`config.mk`:
```
export PLATFORM = sky130hd
export DESIGN_NAME = serial_command_frame_parser_core
export DESIGN_NICKNAME = d
export VERILOG_FILES = /design/src/hw/rtl/scfp_pkg.sv /design/src/hw/rtl/scfp_parser.sv /design/src/hw/rtl/scfp_out_reg.sv /design/src/hw/rtl/serial_command_frame_parser_core.sv
export SDC_FILE = /design/constraint.sdc
export NUM_CORES = 1
export LEC_CHECK = 0
export BUFFER_PORTS_ARGS = -buffer_cell sky130_fd_sc_hd__buf_2
export CAP_MARGIN = 10
export CELL_PAD_IN_SITES_DETAIL_PLACEMENT = 1
export CELL_PAD_IN_SITES_GLOBAL_PLACEMENT = 2
export CORE_MARGIN = 3
export CORE_UTILIZATION = 37
export DETAILED_ROUTE_END_ITERATION = 7
export GPL_ROUTABILITY_DRIVEN = 0
export HOLD_SLACK_MARGIN = 0.06
export PLACE_DENSITY = 0.78
export SETUP_SLACK_MARGIN = 0.3
export SYNTH_ARGS = -nofsm -noshare
export SYNTH_HDL_FRONTEND = slang
export SYNTH_SLANG_ARGS = --single-unit
```
`constraint.sdc`:
```
create_clock -name clock -period 9.1 [get_ports clock]
set_clock_uncertainty 0.2 [all_clocks]
set_input_delay 0.91 -clock clock [delete_from_list [all_inputs] [get_ports clock]]
set_output_delay 0.91 -clock clock [all_outputs]
set_load 0.03 [all_outputs]
```
`src/hw/rtl/scfp_pkg.sv`:
```
`default_nettype none

package scfp_pkg;

   // Default size of the frame buffer in bytes.
   localparam int MAX_FRAME_BYTES_DEF = 16;

   // Command codes carried in byte 1 of a frame.
   localparam logic [7:0] CMD_INSTRUCTION = 8'h11;
   localparam logic [7:0] CMD_SPEED       = 8'h22;
   localparam logic [7:0] CMD_BUS         = 8'h88;

   // Configuration register indexes.
   localparam logic [0:0] CSR_HEADER = 1'b0;
   localparam logic [0:0] CSR_TAIL   = 1'b1;

   // Reset values of the configuration registers.
   localparam logic [7:0] HEADER_RESET = 8'd123;
   localparam logic [7:0] TAIL_RESET   = 8'd125;

   // Number of payload bytes a bus frame can carry.
   localparam int BUS_BYTES = 8;

   typedef enum logic [2:0] {
      KIND_UNKNOWN     = 3'd0,
      KIND_INSTRUCTION = 3'd1,
      KIND_SPEED       = 3'd2,
      KIND_BUS         = 3'd3,
      KIND_OVERRUN     = 3'd4
   } kind_type;

   typedef struct packed {
      logic [3:0]  payload_length;
      logic [63:0] bus_payload;
      logic [7:0]  speed_b;
      logic [7:0]  speed_a;
      logic [7:0]  instruction_value;
      logic [7:0]  command_byte;
      kind_type    frame_kind;
   } result_type;

endpackage

`default_nettype wire

```
`src/hw/rtl/scfp_parser.sv`:
```
`default_nettype none

module scfp_parser #(
   parameter int MAX_FRAME_BYTES = scfp_pkg::MAX_FRAME_BYTES_DEF
) (
   input  wire logic                 clock,
   input  wire logic                 reset,
   input  wire logic                 step,
   input  wire logic [7:0]           rx_byte,
   input  wire logic [7:0]           header_byte,
   input  wire logic [7:0]           tail_byte,
   output logic                      has_result,
   output scfp_pkg::result_type      result
);

   localparam int CNT_W = $clog2(MAX_FRAME_BYTES);
   // Only entries 1 through 9 are ever read back.
   localparam int KEEP = (MAX_FRAME_BYTES < 10) ? MAX_FRAME_BYTES : 10;
   // A small buffer never reaches a full bus payload, so the limit is then the depth.
   localparam int FULL_INT = (MAX_FRAME_BYTES < scfp_pkg::BUS_BYTES + 2) ?
                             MAX_FRAME_BYTES : scfp_pkg::BUS_BYTES + 2;
   localparam logic [CNT_W:0] MAX_POS = (CNT_W + 1)'(MAX_FRAME_BYTES);
   localparam logic [CNT_W:0] FULL_POS = (CNT_W + 1)'(FULL_INT);

   logic [CNT_W-1:0] count_ff;
   logic [CNT_W-1:0] count_in;
   logic [7:0]       store_ff [1:KEEP-1];
   logic [7:0]       instr_ff;
   logic [7:0]       instr_in;
   logic [7:0]       speed_a_ff;
   logic [7:0]       speed_a_in;
   logic [7:0]       speed_b_ff;
   logic [7:0]       speed_b_in;

   logic [7:0]       view [1:3];
   logic [7:0]       lane [0:scfp_pkg::BUS_BYTES-1];
   logic [CNT_W:0]   next_idx;
   logic [CNT_W:0]   len_wide;
   logic             hunting;
   logic             drop;
   logic             done;
   logic             overrun;
   logic [63:0]      payload;

   // Entries as seen after the current byte is written.
   for (genvar k = 1; k <= 3; k++) begin : g_view
      assign view[k] = (count_ff == CNT_W'(k)) ? rx_byte : store_ff[k];
   end

   for (genvar j = 0; j < scfp_pkg::BUS_BYTES; j++) begin : g_lane
      if (j + 2 < KEEP) begin : g_real
         assign lane[j] = ((CNT_W + 1)'(j + 2) < {1'b0, count_ff}) ? store_ff[j + 2] : 8'd0;
      end else begin : g_none
         assign lane[j] = 8'd0;
      end
   end

   always_comb begin
      hunting  = (count_ff == '0);
      drop     = hunting && (rx_byte != header_byte);
      done     = !drop && (rx_byte == tail_byte);
      next_idx = {1'b0, count_ff} + (CNT_W + 1)'(1);
      overrun  = !drop && !done && (next_idx == MAX_POS);
      has_result = done || overrun;

      payload = '0;
      for (int j = 0; j < scfp_pkg::BUS_BYTES; j++) begin
         payload[8*j +: 8] = lane[j];
      end

      if ({1'b0, count_ff} >= FULL_POS) begin
         len_wide = (CNT_W + 1)'(scfp_pkg::BUS_BYTES);
      end else if ({1'b0, count_ff} > (CNT_W + 1)'(2)) begin
         len_wide = {1'b0, count_ff} - (CNT_W + 1)'(2);
      end else begin
         len_wide = '0;
      end

      instr_in   = instr_ff;
      speed_a_in = speed_a_ff;
      speed_b_in = speed_b_ff;
      result     = '0;
      result.command_byte = view[1];

      if (overrun) begin
         result.frame_kind = scfp_pkg::KIND_OVERRUN;
      end else begin
         case (view[1])
            scfp_pkg::CMD_INSTRUCTION: begin
               instr_in = view[1];
               result.frame_kind = scfp_pkg::KIND_INSTRUCTION;
            end
            scfp_pkg::CMD_SPEED: begin
               speed_a_in = view[2];
               speed_b_in = view[3];
               result.frame_kind = scfp_pkg::KIND_SPEED;
            end
            scfp_pkg::CMD_BUS: begin
               result.frame_kind     = scfp_pkg::KIND_BUS;
               result.bus_payload    = payload;
               result.payload_length = 4'(len_wide);
            end
            default: begin
               result.frame_kind = scfp_pkg::KIND_UNKNOWN;
            end
         endcase
      end

      if (!done) begin
         instr_in   = instr_ff;
         speed_a_in = speed_a_ff;
         speed_b_in = speed_b_ff;
      end

      result.instruction_value = instr_in;
      result.speed_a           = speed_a_in;
      result.speed_b           = speed_b_in;

      if (drop || done || overrun) begin
         count_in = '0;
      end else begin
         count_in = next_idx[CNT_W-1:0];
      end
   end

   always_ff @(posedge clock) begin
      if (reset) begin
         count_ff   <= '0;
         instr_ff   <= 8'd0;
         speed_a_ff <= 8'd0;
         speed_b_ff <= 8'd0;
      end else if (step) begin
         count_ff   <= count_in;
         instr_ff   <= instr_in;
         speed_a_ff <= speed_a_in;
         speed_b_ff <= speed_b_in;
      end
   end

   for (genvar k = 1; k < KEEP; k++) begin : g_store
      always_ff @(posedge clock) begin
         if (step && (count_ff == CNT_W'(k))) begin
            store_ff[k] <= rx_byte;
         end
      end
   end

endmodule

`default_nettype wire

```
`src/hw/rtl/scfp_out_reg.sv`:
```
`default_nettype none

module scfp_out_reg (
   input  wire logic                 clock,
   input  wire logic                 reset,
   input  wire logic                 load,
   input  wire scfp_pkg::result_type data_in,
   input  wire logic                 ready,
   output logic                      valid,
   output scfp_pkg::result_type      data_out
);

   logic                 valid_ff;
   logic                 valid_in;
   scfp_pkg::result_type data_ff;

   // A held result stays until taken; a new one may replace it in the same cycle.
   assign valid_in = load || (valid_ff && !ready);

   always_ff @(posedge clock) begin
      if (reset) begin
         valid_ff <= 1'b0;
      end else begin
         valid_ff <= valid_in;
      end
   end

   always_ff @(posedge clock) begin
      if (load) begin
         data_ff <= data_in;
      end
   end

   assign valid    = valid_ff;
   assign data_out = data_ff;

endmodule

`default_nettype wire

```
`src/hw/rtl/serial_command_frame_parser_core.sv`:
```
// A taken byte waits in the input register and is parsed as it moves on into the parser;
// a result it causes is registered in the output register and offered on rsp_ from there.
// Throughput: one byte per cycle, sustained, whenever the result side is not stalled.
// Reset (synchronous, active high) returns to hunting, clears the held values and the
// output register, and loads header 123 and tail 125. The frame buffer is not cleared.
`default_nettype none

module serial_command_frame_parser_core #(
   parameter int MAX_FRAME_BYTES = scfp_pkg::MAX_FRAME_BYTES_DEF
) (
   input  wire logic         clock,
   input  wire logic         reset,

   input  wire logic         req_tvalid,
   output logic              req_tready,
   input  wire logic [7:0]   req_tdata,   // [7:0] rx_byte

   output logic              rsp_tvalid,
   input  wire logic         rsp_tready,
   // [2:0] frame_kind, [10:3] command_byte, [18:11] instruction_value,
   // [26:19] speed_a, [34:27] speed_b, [98:35] bus_payload,
   // [102:99] payload_length, [103] zero
   output logic [103:0]      rsp_tdata,

   input  wire logic         csr_we,
   input  wire logic [0:0]   csr_addr,
   input  wire logic [7:0]   csr_wdata
);

   // Configuration registers. A write takes effect at once, so it is meant to
   // come while no byte waits in the input register.
   logic [7:0] header_ff;
   logic [7:0] tail_ff;

   always_ff @(posedge clock) begin
      if (reset) begin
         header_ff <= scfp_pkg::HEADER_RESET;
         tail_ff   <= scfp_pkg::TAIL_RESET;
      end else if (csr_we) begin
         unique case (csr_addr)
            scfp_pkg::CSR_HEADER: header_ff <= csr_wdata;
            scfp_pkg::CSR_TAIL:   tail_ff   <= csr_wdata;
            default: ;
         endcase
      end
   end

   // Input register. It holds one byte; the byte moves on into the parser
   // whenever the output register can take whatever result it may produce.
   logic       in_valid_ff;
   logic       in_valid_in;
   logic [7:0] in_byte_ff;
   logic       advance;
   logic       out_valid;

   assign advance     = in_valid_ff && (!out_valid || rsp_tready);
   assign req_tready  = !in_valid_ff || advance;
   assign in_valid_in = (req_tvalid && req_tready) || (in_valid_ff && !advance);

   always_ff @(posedge clock) begin
      if (reset) begin
         in_valid_ff <= 1'b0;
      end else begin
         in_valid_ff <= in_valid_in;
      end
   end

   always_ff @(posedge clock) begin
      if (req_tvalid && req_tready) begin
         in_byte_ff <= req_tdata;
      end
   end

   // Parser: frame state, buffer, held values, and the result decode.
   logic                 has_result;
   scfp_pkg::result_type result;

   scfp_parser #(
      .MAX_FRAME_BYTES (MAX_FRAME_BYTES)
   ) u_parser (
      .clock       (clock),
      .reset       (reset),
      .step        (advance),
      .rx_byte     (in_byte_ff),
      .header_byte (header_ff),
      .tail_byte   (tail_ff),
      .has_result  (has_result),
      .result      (result)
   );

   // Output register. A completed or dropped frame gives exactly one transfer.
   scfp_pkg::result_type out_data;

   scfp_out_reg u_out (
      .clock    (clock),
      .reset    (reset),
      .load     (advance && has_result),
      .data_in  (result),
      .ready    (rsp_tready),
      .valid    (out_valid),
      .data_out (out_data)
   );

   assign rsp_tvalid = out_valid;
   assign rsp_tdata  = {1'b0,
                        out_data.payload_length,
                        out_data.bus_payload,
                        out_data.speed_b,
                        out_data.speed_a,
                        out_data.instruction_value,
                        out_data.command_byte,
                        out_data.frame_kind};

endmodule

`default_nettype wire

```
[Word-level counts from Yosys, hierarchy flattened]
Memories as Yosys holds them, arrays and structs flattened. A register that Yosys moved wholly into a read port is not among the register bits.
Cells that the tools add are included.
Cells by class
  bitwise gates (word level): 11
  muxes and demuxes: 58
  reduce and logical (&&, ||, !) cells: 52
  $add $sub $neg: 2
  eq/ne operators: 15
  magnitude comparators: 10
Operator list (number)
  $mux W8: 20
  $reduce_or A8 Y1: 8
  $mux W4: 11
  $mux W1: 26
  $reduce_or A3 Y1: 8
  $logic_and A1 B1 Y1: 18
  $eq A4 B3 Y1 const B: 4
  $lt A3 B4 Y1 const A: 4
  $not A1 Y1: 11
  $eq A4 B2 Y1 const B: 2
  $eq A4 B4 Y1 const B: 2
  $eq A8 B5 Y1 const B: 1
  $eq A8 B6 Y1 const B: 1
  $eq A8 B8 Y1: 1
  $eq A8 B8 Y1 const B: 1
  $lt A2 B4 Y1 const A: 2
  $lt A4 B4 Y1 const A: 2
  $ne A8 B8 Y1: 1
  $logic_or A1 B1 Y1: 7
  $logic_not A1 Y1: 6
  $pmux W2 S3: 1
  $add A4 B1 Y5 const B: 1
  $eq A5 B5 Y1 const B: 1
  $eq A4 B1 Y1 const B: 1
  other kinds (7): 8
Word-level totals
  memories: 1
  bits in writable memories: 72
  register bits: 109
  logic and storage cells: 167
  output and inout port bits: 106
Memory list
  u_parser.store_ff: words 9, bits a word 8, read ports 9, clocked after memory_dff 6, wr ports 1, line scfp_parser.sv:27  | logic [7:0] store_ff [1:KEEP-1];

[Logic depth before layout (Yosys ltp)]
  depth after elaboration: 15
  depth in mapped cells: 8
  mapped depth without buffers: 7

[Hierarchy]
Synthesis repeated with hierarchy kept, for this count alone.
Unflattened totals
  cell total of the unflattened synthesis: 610
  area total of the unflattened synthesis: 9317.7 µm²
By module, submodules not included
  scfp_parser: times used 1, area each 5236.3 µm², cells each 420
  scfp_out_reg: times used 1, area each 3131.8 µm², cells each 107
  serial_command_frame_parser_core: times used 1, area each 949.7 µm², cells each 83

[Worst setup path after synthesis]
No wires, ideal clock.
  kind: register -> register
  start: register in_byte_ff[0]
  end: register u_out.data_ff (netlist bit u_out.data_out[0]), enable pin
  data arrival time: 8974 ps
  library setup time: 712 ps
  cell stages (with the launch flop): 7
  setup slack: -786 ps
  path buffers: 2
  cell sequence: edfxtp_1 > clkbuf_1 > xnor2_1 > nand4_1 > o211ai_1 > buf_2 > nor3b_1
Between the ends
  cells in the longest elaborated chain, start to end: 9
  elaborated cells between the ends (all ways): 10
  those cells by class: eq/ne: 2; reduce/logical: 8
RTL lines
  start, declared: line serial_command_frame_parser_core.sv:52  | logic [7:0] in_byte_ff;
  start signal, assigned: line serial_command_frame_parser_core.sv:70  | in_byte_ff <= req_tdata;
  $ne A8 B8 Y1: line scfp_parser.sv:60  | drop = hunting && (rx_byte != header_byte);
  $logic_and A1 B1 Y1: line scfp_parser.sv:60
  $logic_not A1 Y1: line scfp_parser.sv:61, scfp_parser.sv:63
  $logic_and A1 B1 Y1: line scfp_parser.sv:61  | done = !drop && (rx_byte == tail_byte);
  $logic_not A1 Y1: line scfp_parser.sv:63  | overrun = !drop && !done && (next_idx == MAX_POS);
  $logic_and A1 B1 Y1 (2 in a row): line scfp_parser.sv:63
  $logic_or A1 B1 Y1 *: line scfp_parser.sv:64  | has_result = done || overrun;
  $logic_and A1 B1 Y1 *: line serial_command_frame_parser_core.sv:97  | .load (advance && has_result),
  net u_out.load: line scfp_out_reg.sv:6  | input wire logic load,
  end signal, assigned: line scfp_out_reg.sv:30  | data_ff <= data_in;
  end, declared: line scfp_out_reg.sv:15  | scfp_pkg::result_type data_ff;
The timed path passes the listed nets; every way through them passes the cells marked *.
A chain may end at the register's enable or synchronous reset.

[Worst setup path after layout]
  start: register in_byte_ff[1]
  end: register u_out.data_ff (netlist bit u_out.data_out[6]), enable pin
The elaborated chain is that of the path after synthesis.

==> impl_metrics.tcl <==
set metrics [dict create \
    status "completed" \
    synth_top_area_share_pct 59.8 \
    dp_hpwl_microns 13800 \
    dieWidth_microns 164 \
    rows 57 \
    dieHeight_microns 164 \
    relSlewSlack_pct 28.7 \
    synth_most_common_cell "edfxtp_1" \
    wl_per_cell_microns 19.2 \
    grt_pass1_wl_microns 31100 \
    gr-total-overflow 0 \
    min_to "u_parser.instr_ff[1]" \
    grt.met3_usage_pct 2.43 \
    dp_cells 1020 \
    multiInputGateArea_sq_um 2580 \
    vias 5118 \
    fmax_mhz 302 \
    clock_latency_ns 0.51 \
    finalCritPeriodShare_pct 36.4 \
    min_path_cells 1 \
    synth_area_leaders "edfxtp_1 60%, dfxtp_1 10%, and2_1 5.0%, mux2_2 3.8%, nand2b_1 2.5%" \
    ioPinCount 128 \
    syn_nets 627 \
    finalSetupViolCount 0 \
    r2r_slack_ns 5.79 \
    hold_violations 0 \
    syn_avg_cell_area_sq_um 15.4 \
    grt_max_degree 64 \
    async_flop_share_pct 0 \
    drt_first_pass_iters 4 \
    whs_ns 0.249 \
    path_clk_slew_ns 0.06 \
    yosys_most_used_dff "edfxtp_1" \
    tightest_slew_ns 1.06 \
    routed_wl_microns 20500 \
    yosysWarnings 0 \
    numClockSinks 229 \
    antenna_found_initial 0 \
    r2r_end "u_out.data_out[6]" \
    nFillCells 2507 \
    critical_path.slowest_cell "edfxtp_1" \
    drtIter0Drc 316 \
    die_area_sq_um 26700 \
    hold_buffers 0 \
    drive_gt1_share_pct 31.2 \
    vdd_ir_drop_max_v 0.000113 \
    core-area_sq_um 24400 \
    cp_data_required_time_ns 9.03 \
    h-tree-depth 1 \
    cts_buffer_depth 3 \
    path_max_fanout 63 \
    synth-edff-count 183 \
    synthTopCellsByCount "183 x edfxtp_1, 73 x and2_1, 46 x dfxtp_1" \
    end_kind "flip-flop" \
    nets 755 \
    path_class "flip-flop to flip-flop" \
    cts_tree "built" \
    ctsRootBufferMaster "clkbuf_16" \
    register_area_sq_um 6420 \
    timing.rr.start "in_byte_ff[1]" \
    port_buffers 126 \
    area_growth_pct 19.3 \
    worst-r2r-cell-count 5 \
    hold_class "flip-flop to flip-flop" \
    ctsResizeCount 0 \
    syn_area_sq_um 9180 \
    fin_setup_tns_ns 0 \
    cts_setup_buffers 0 \
    start_kind "flip-flop" \
    insertedDiodeCount 0 \
    ant_nets 0 \
    grt_use_total_pct 15.0 \
    busiest_layer "met2" \
    min_from "u_parser.instr_ff[1]" \
    power_leakage_nw 4.53 \
    fin_cells 1065 \
    syn_inst 595 \
    synth_seq_cells 229 \
    seq_area_frac_synth_pct 69.9 \
    yosys.area.top_type "edfxtp_1" \
    p_per_area_nw_per_um2 201 \
    period_needed_ns 3.31 \
    arrival_ns 3.24 \
    finalMaxSlewViolations 0 \
    met1_usage_pct 18.9 \
    crit_chain "xor2_1, nor4_2, a21boi_0, nor3b_4, buf_4" \
    numCtsBuffers 24 \
    cap_violations 0 \
    post_synth_num_cell_types 51 \
    cp_slowest_stage_delay_ns 0.79 \
    drt-vias-per-instance 4.81 \
    grtUsageMet2_pct 26.6 \
    drcViolationCount 0 \
    initial_utilization_pct 37.7 \
    grt_pass1_vias 5457 \
    rsz0062_at_grt "no" \
]
## power by group
part	switching, mW	internal [mW]
combinational	0.0230	0.0173
clock	0.393	0.628
sequential	0.0131	1.13
total	0.429	1.77
## logic make-up after synthesis
logic type,after synthesis,share of synthesized area [%]
xor+xnor,17,1.62
simple gates,205,14.3
fa+ha+maj,10,1.36
other cells,1,0.0408
flops,229,69.9
mux,61,7.66
buf+inv,37,2.21
compound gates,35,2.98
## critical path, delay by kind of cell, from the launching register on
family	cells	cell delay, ns
AO/OA/AOI/OAI	1	0.30
XOR/XNOR	1	0.20
buffers and inverters	1	0.65
flip-flops	1	0.79
AND/OR/NAND/NOR	2	0.73
## metal layers
layer	up-vias	routed length, microns
met2	122	10500
met3	32	896
met1	2545	8660
li1	2419	-
met4	0	382
met5	-	0
## cells in the final DEF, fill, tap and decap left out, types with 10 or more instances in the layout
cell / n
a211o_1: 12
edfxtp_1: 183
mux2i_1: 19
a21oi_1: 11
and3_1: 20
nand2b_1: 36
clkbuf_16: 28
and2_1: 73
buf_2: 126
dfxtp_1: 46
nor2_1: 10
nand2_1: 16
mux2_4: 10
mux2_2: 31
ha_1: 10
## how the worst max path moves through the flow
stage / to / slack [ns] / start
finish: u_out.data_out[6] / 5.79 / in_byte_ff[1]
global route: u_out.data_out[6] / 5.53 / in_byte_ff[6]
CTS: u_out.data_out[83] / 5.70 / in_byte_ff[1]
detailed placement: u_out.data_out[75] / 5.72 / in_byte_ff[1]
global placement: u_out.data_out[12] / 5.94 / in_byte_ff[6]
floorplan: u_out.data_out[0] / 2.91 / in_byte_ff[0]
## sequential cells by signal (all words and copies together), names as in the netlist
register,count
in_byte_ff,8
u_out.valid,1
u_out.data_out,103
u_parser.count_ff,4
tail_ff,8
in_valid_ff,1
u_parser.instr_ff,8
u_parser.speed_b_ff,8
u_parser.speed_a_ff,8
header_ff,8
u_parser.store_ff,72
## through the flow
| step | util (%) | setup slack, ns | power [mW] | cell area, sq um |
|---|---|---|---|---|
| 2_1_floorplan | - | 2.91 | 1.19 | 9190 |
| 3_3_place_gp | 41.4 | 5.94 | 1.20 | 10100 |
| 3_5_place_dp | 41.4 | 5.72 | 1.20 | 10100 |
| 4_1_cts | 44.9 | 5.70 | 2.23 | 11000 |
| 5_1_grt | 44.9 | 5.53 | 2.28 | 11000 |
| 6_report | 44.9 | 5.79 | 2.20 | 11000 |
## cell type report
type / instances / area share [%]
clock buffers: 32 / 6.73
clock inverters: 12 / 1.11
inverters: 7 / 0.240
multi-input cells: 329 / 23.5
flip-flops and latches: 229 / 58.6
well taps: 324 / 3.70
repair buffers: 132 / 6.17
No activity file was read; power rests on OpenSTA's default activity.
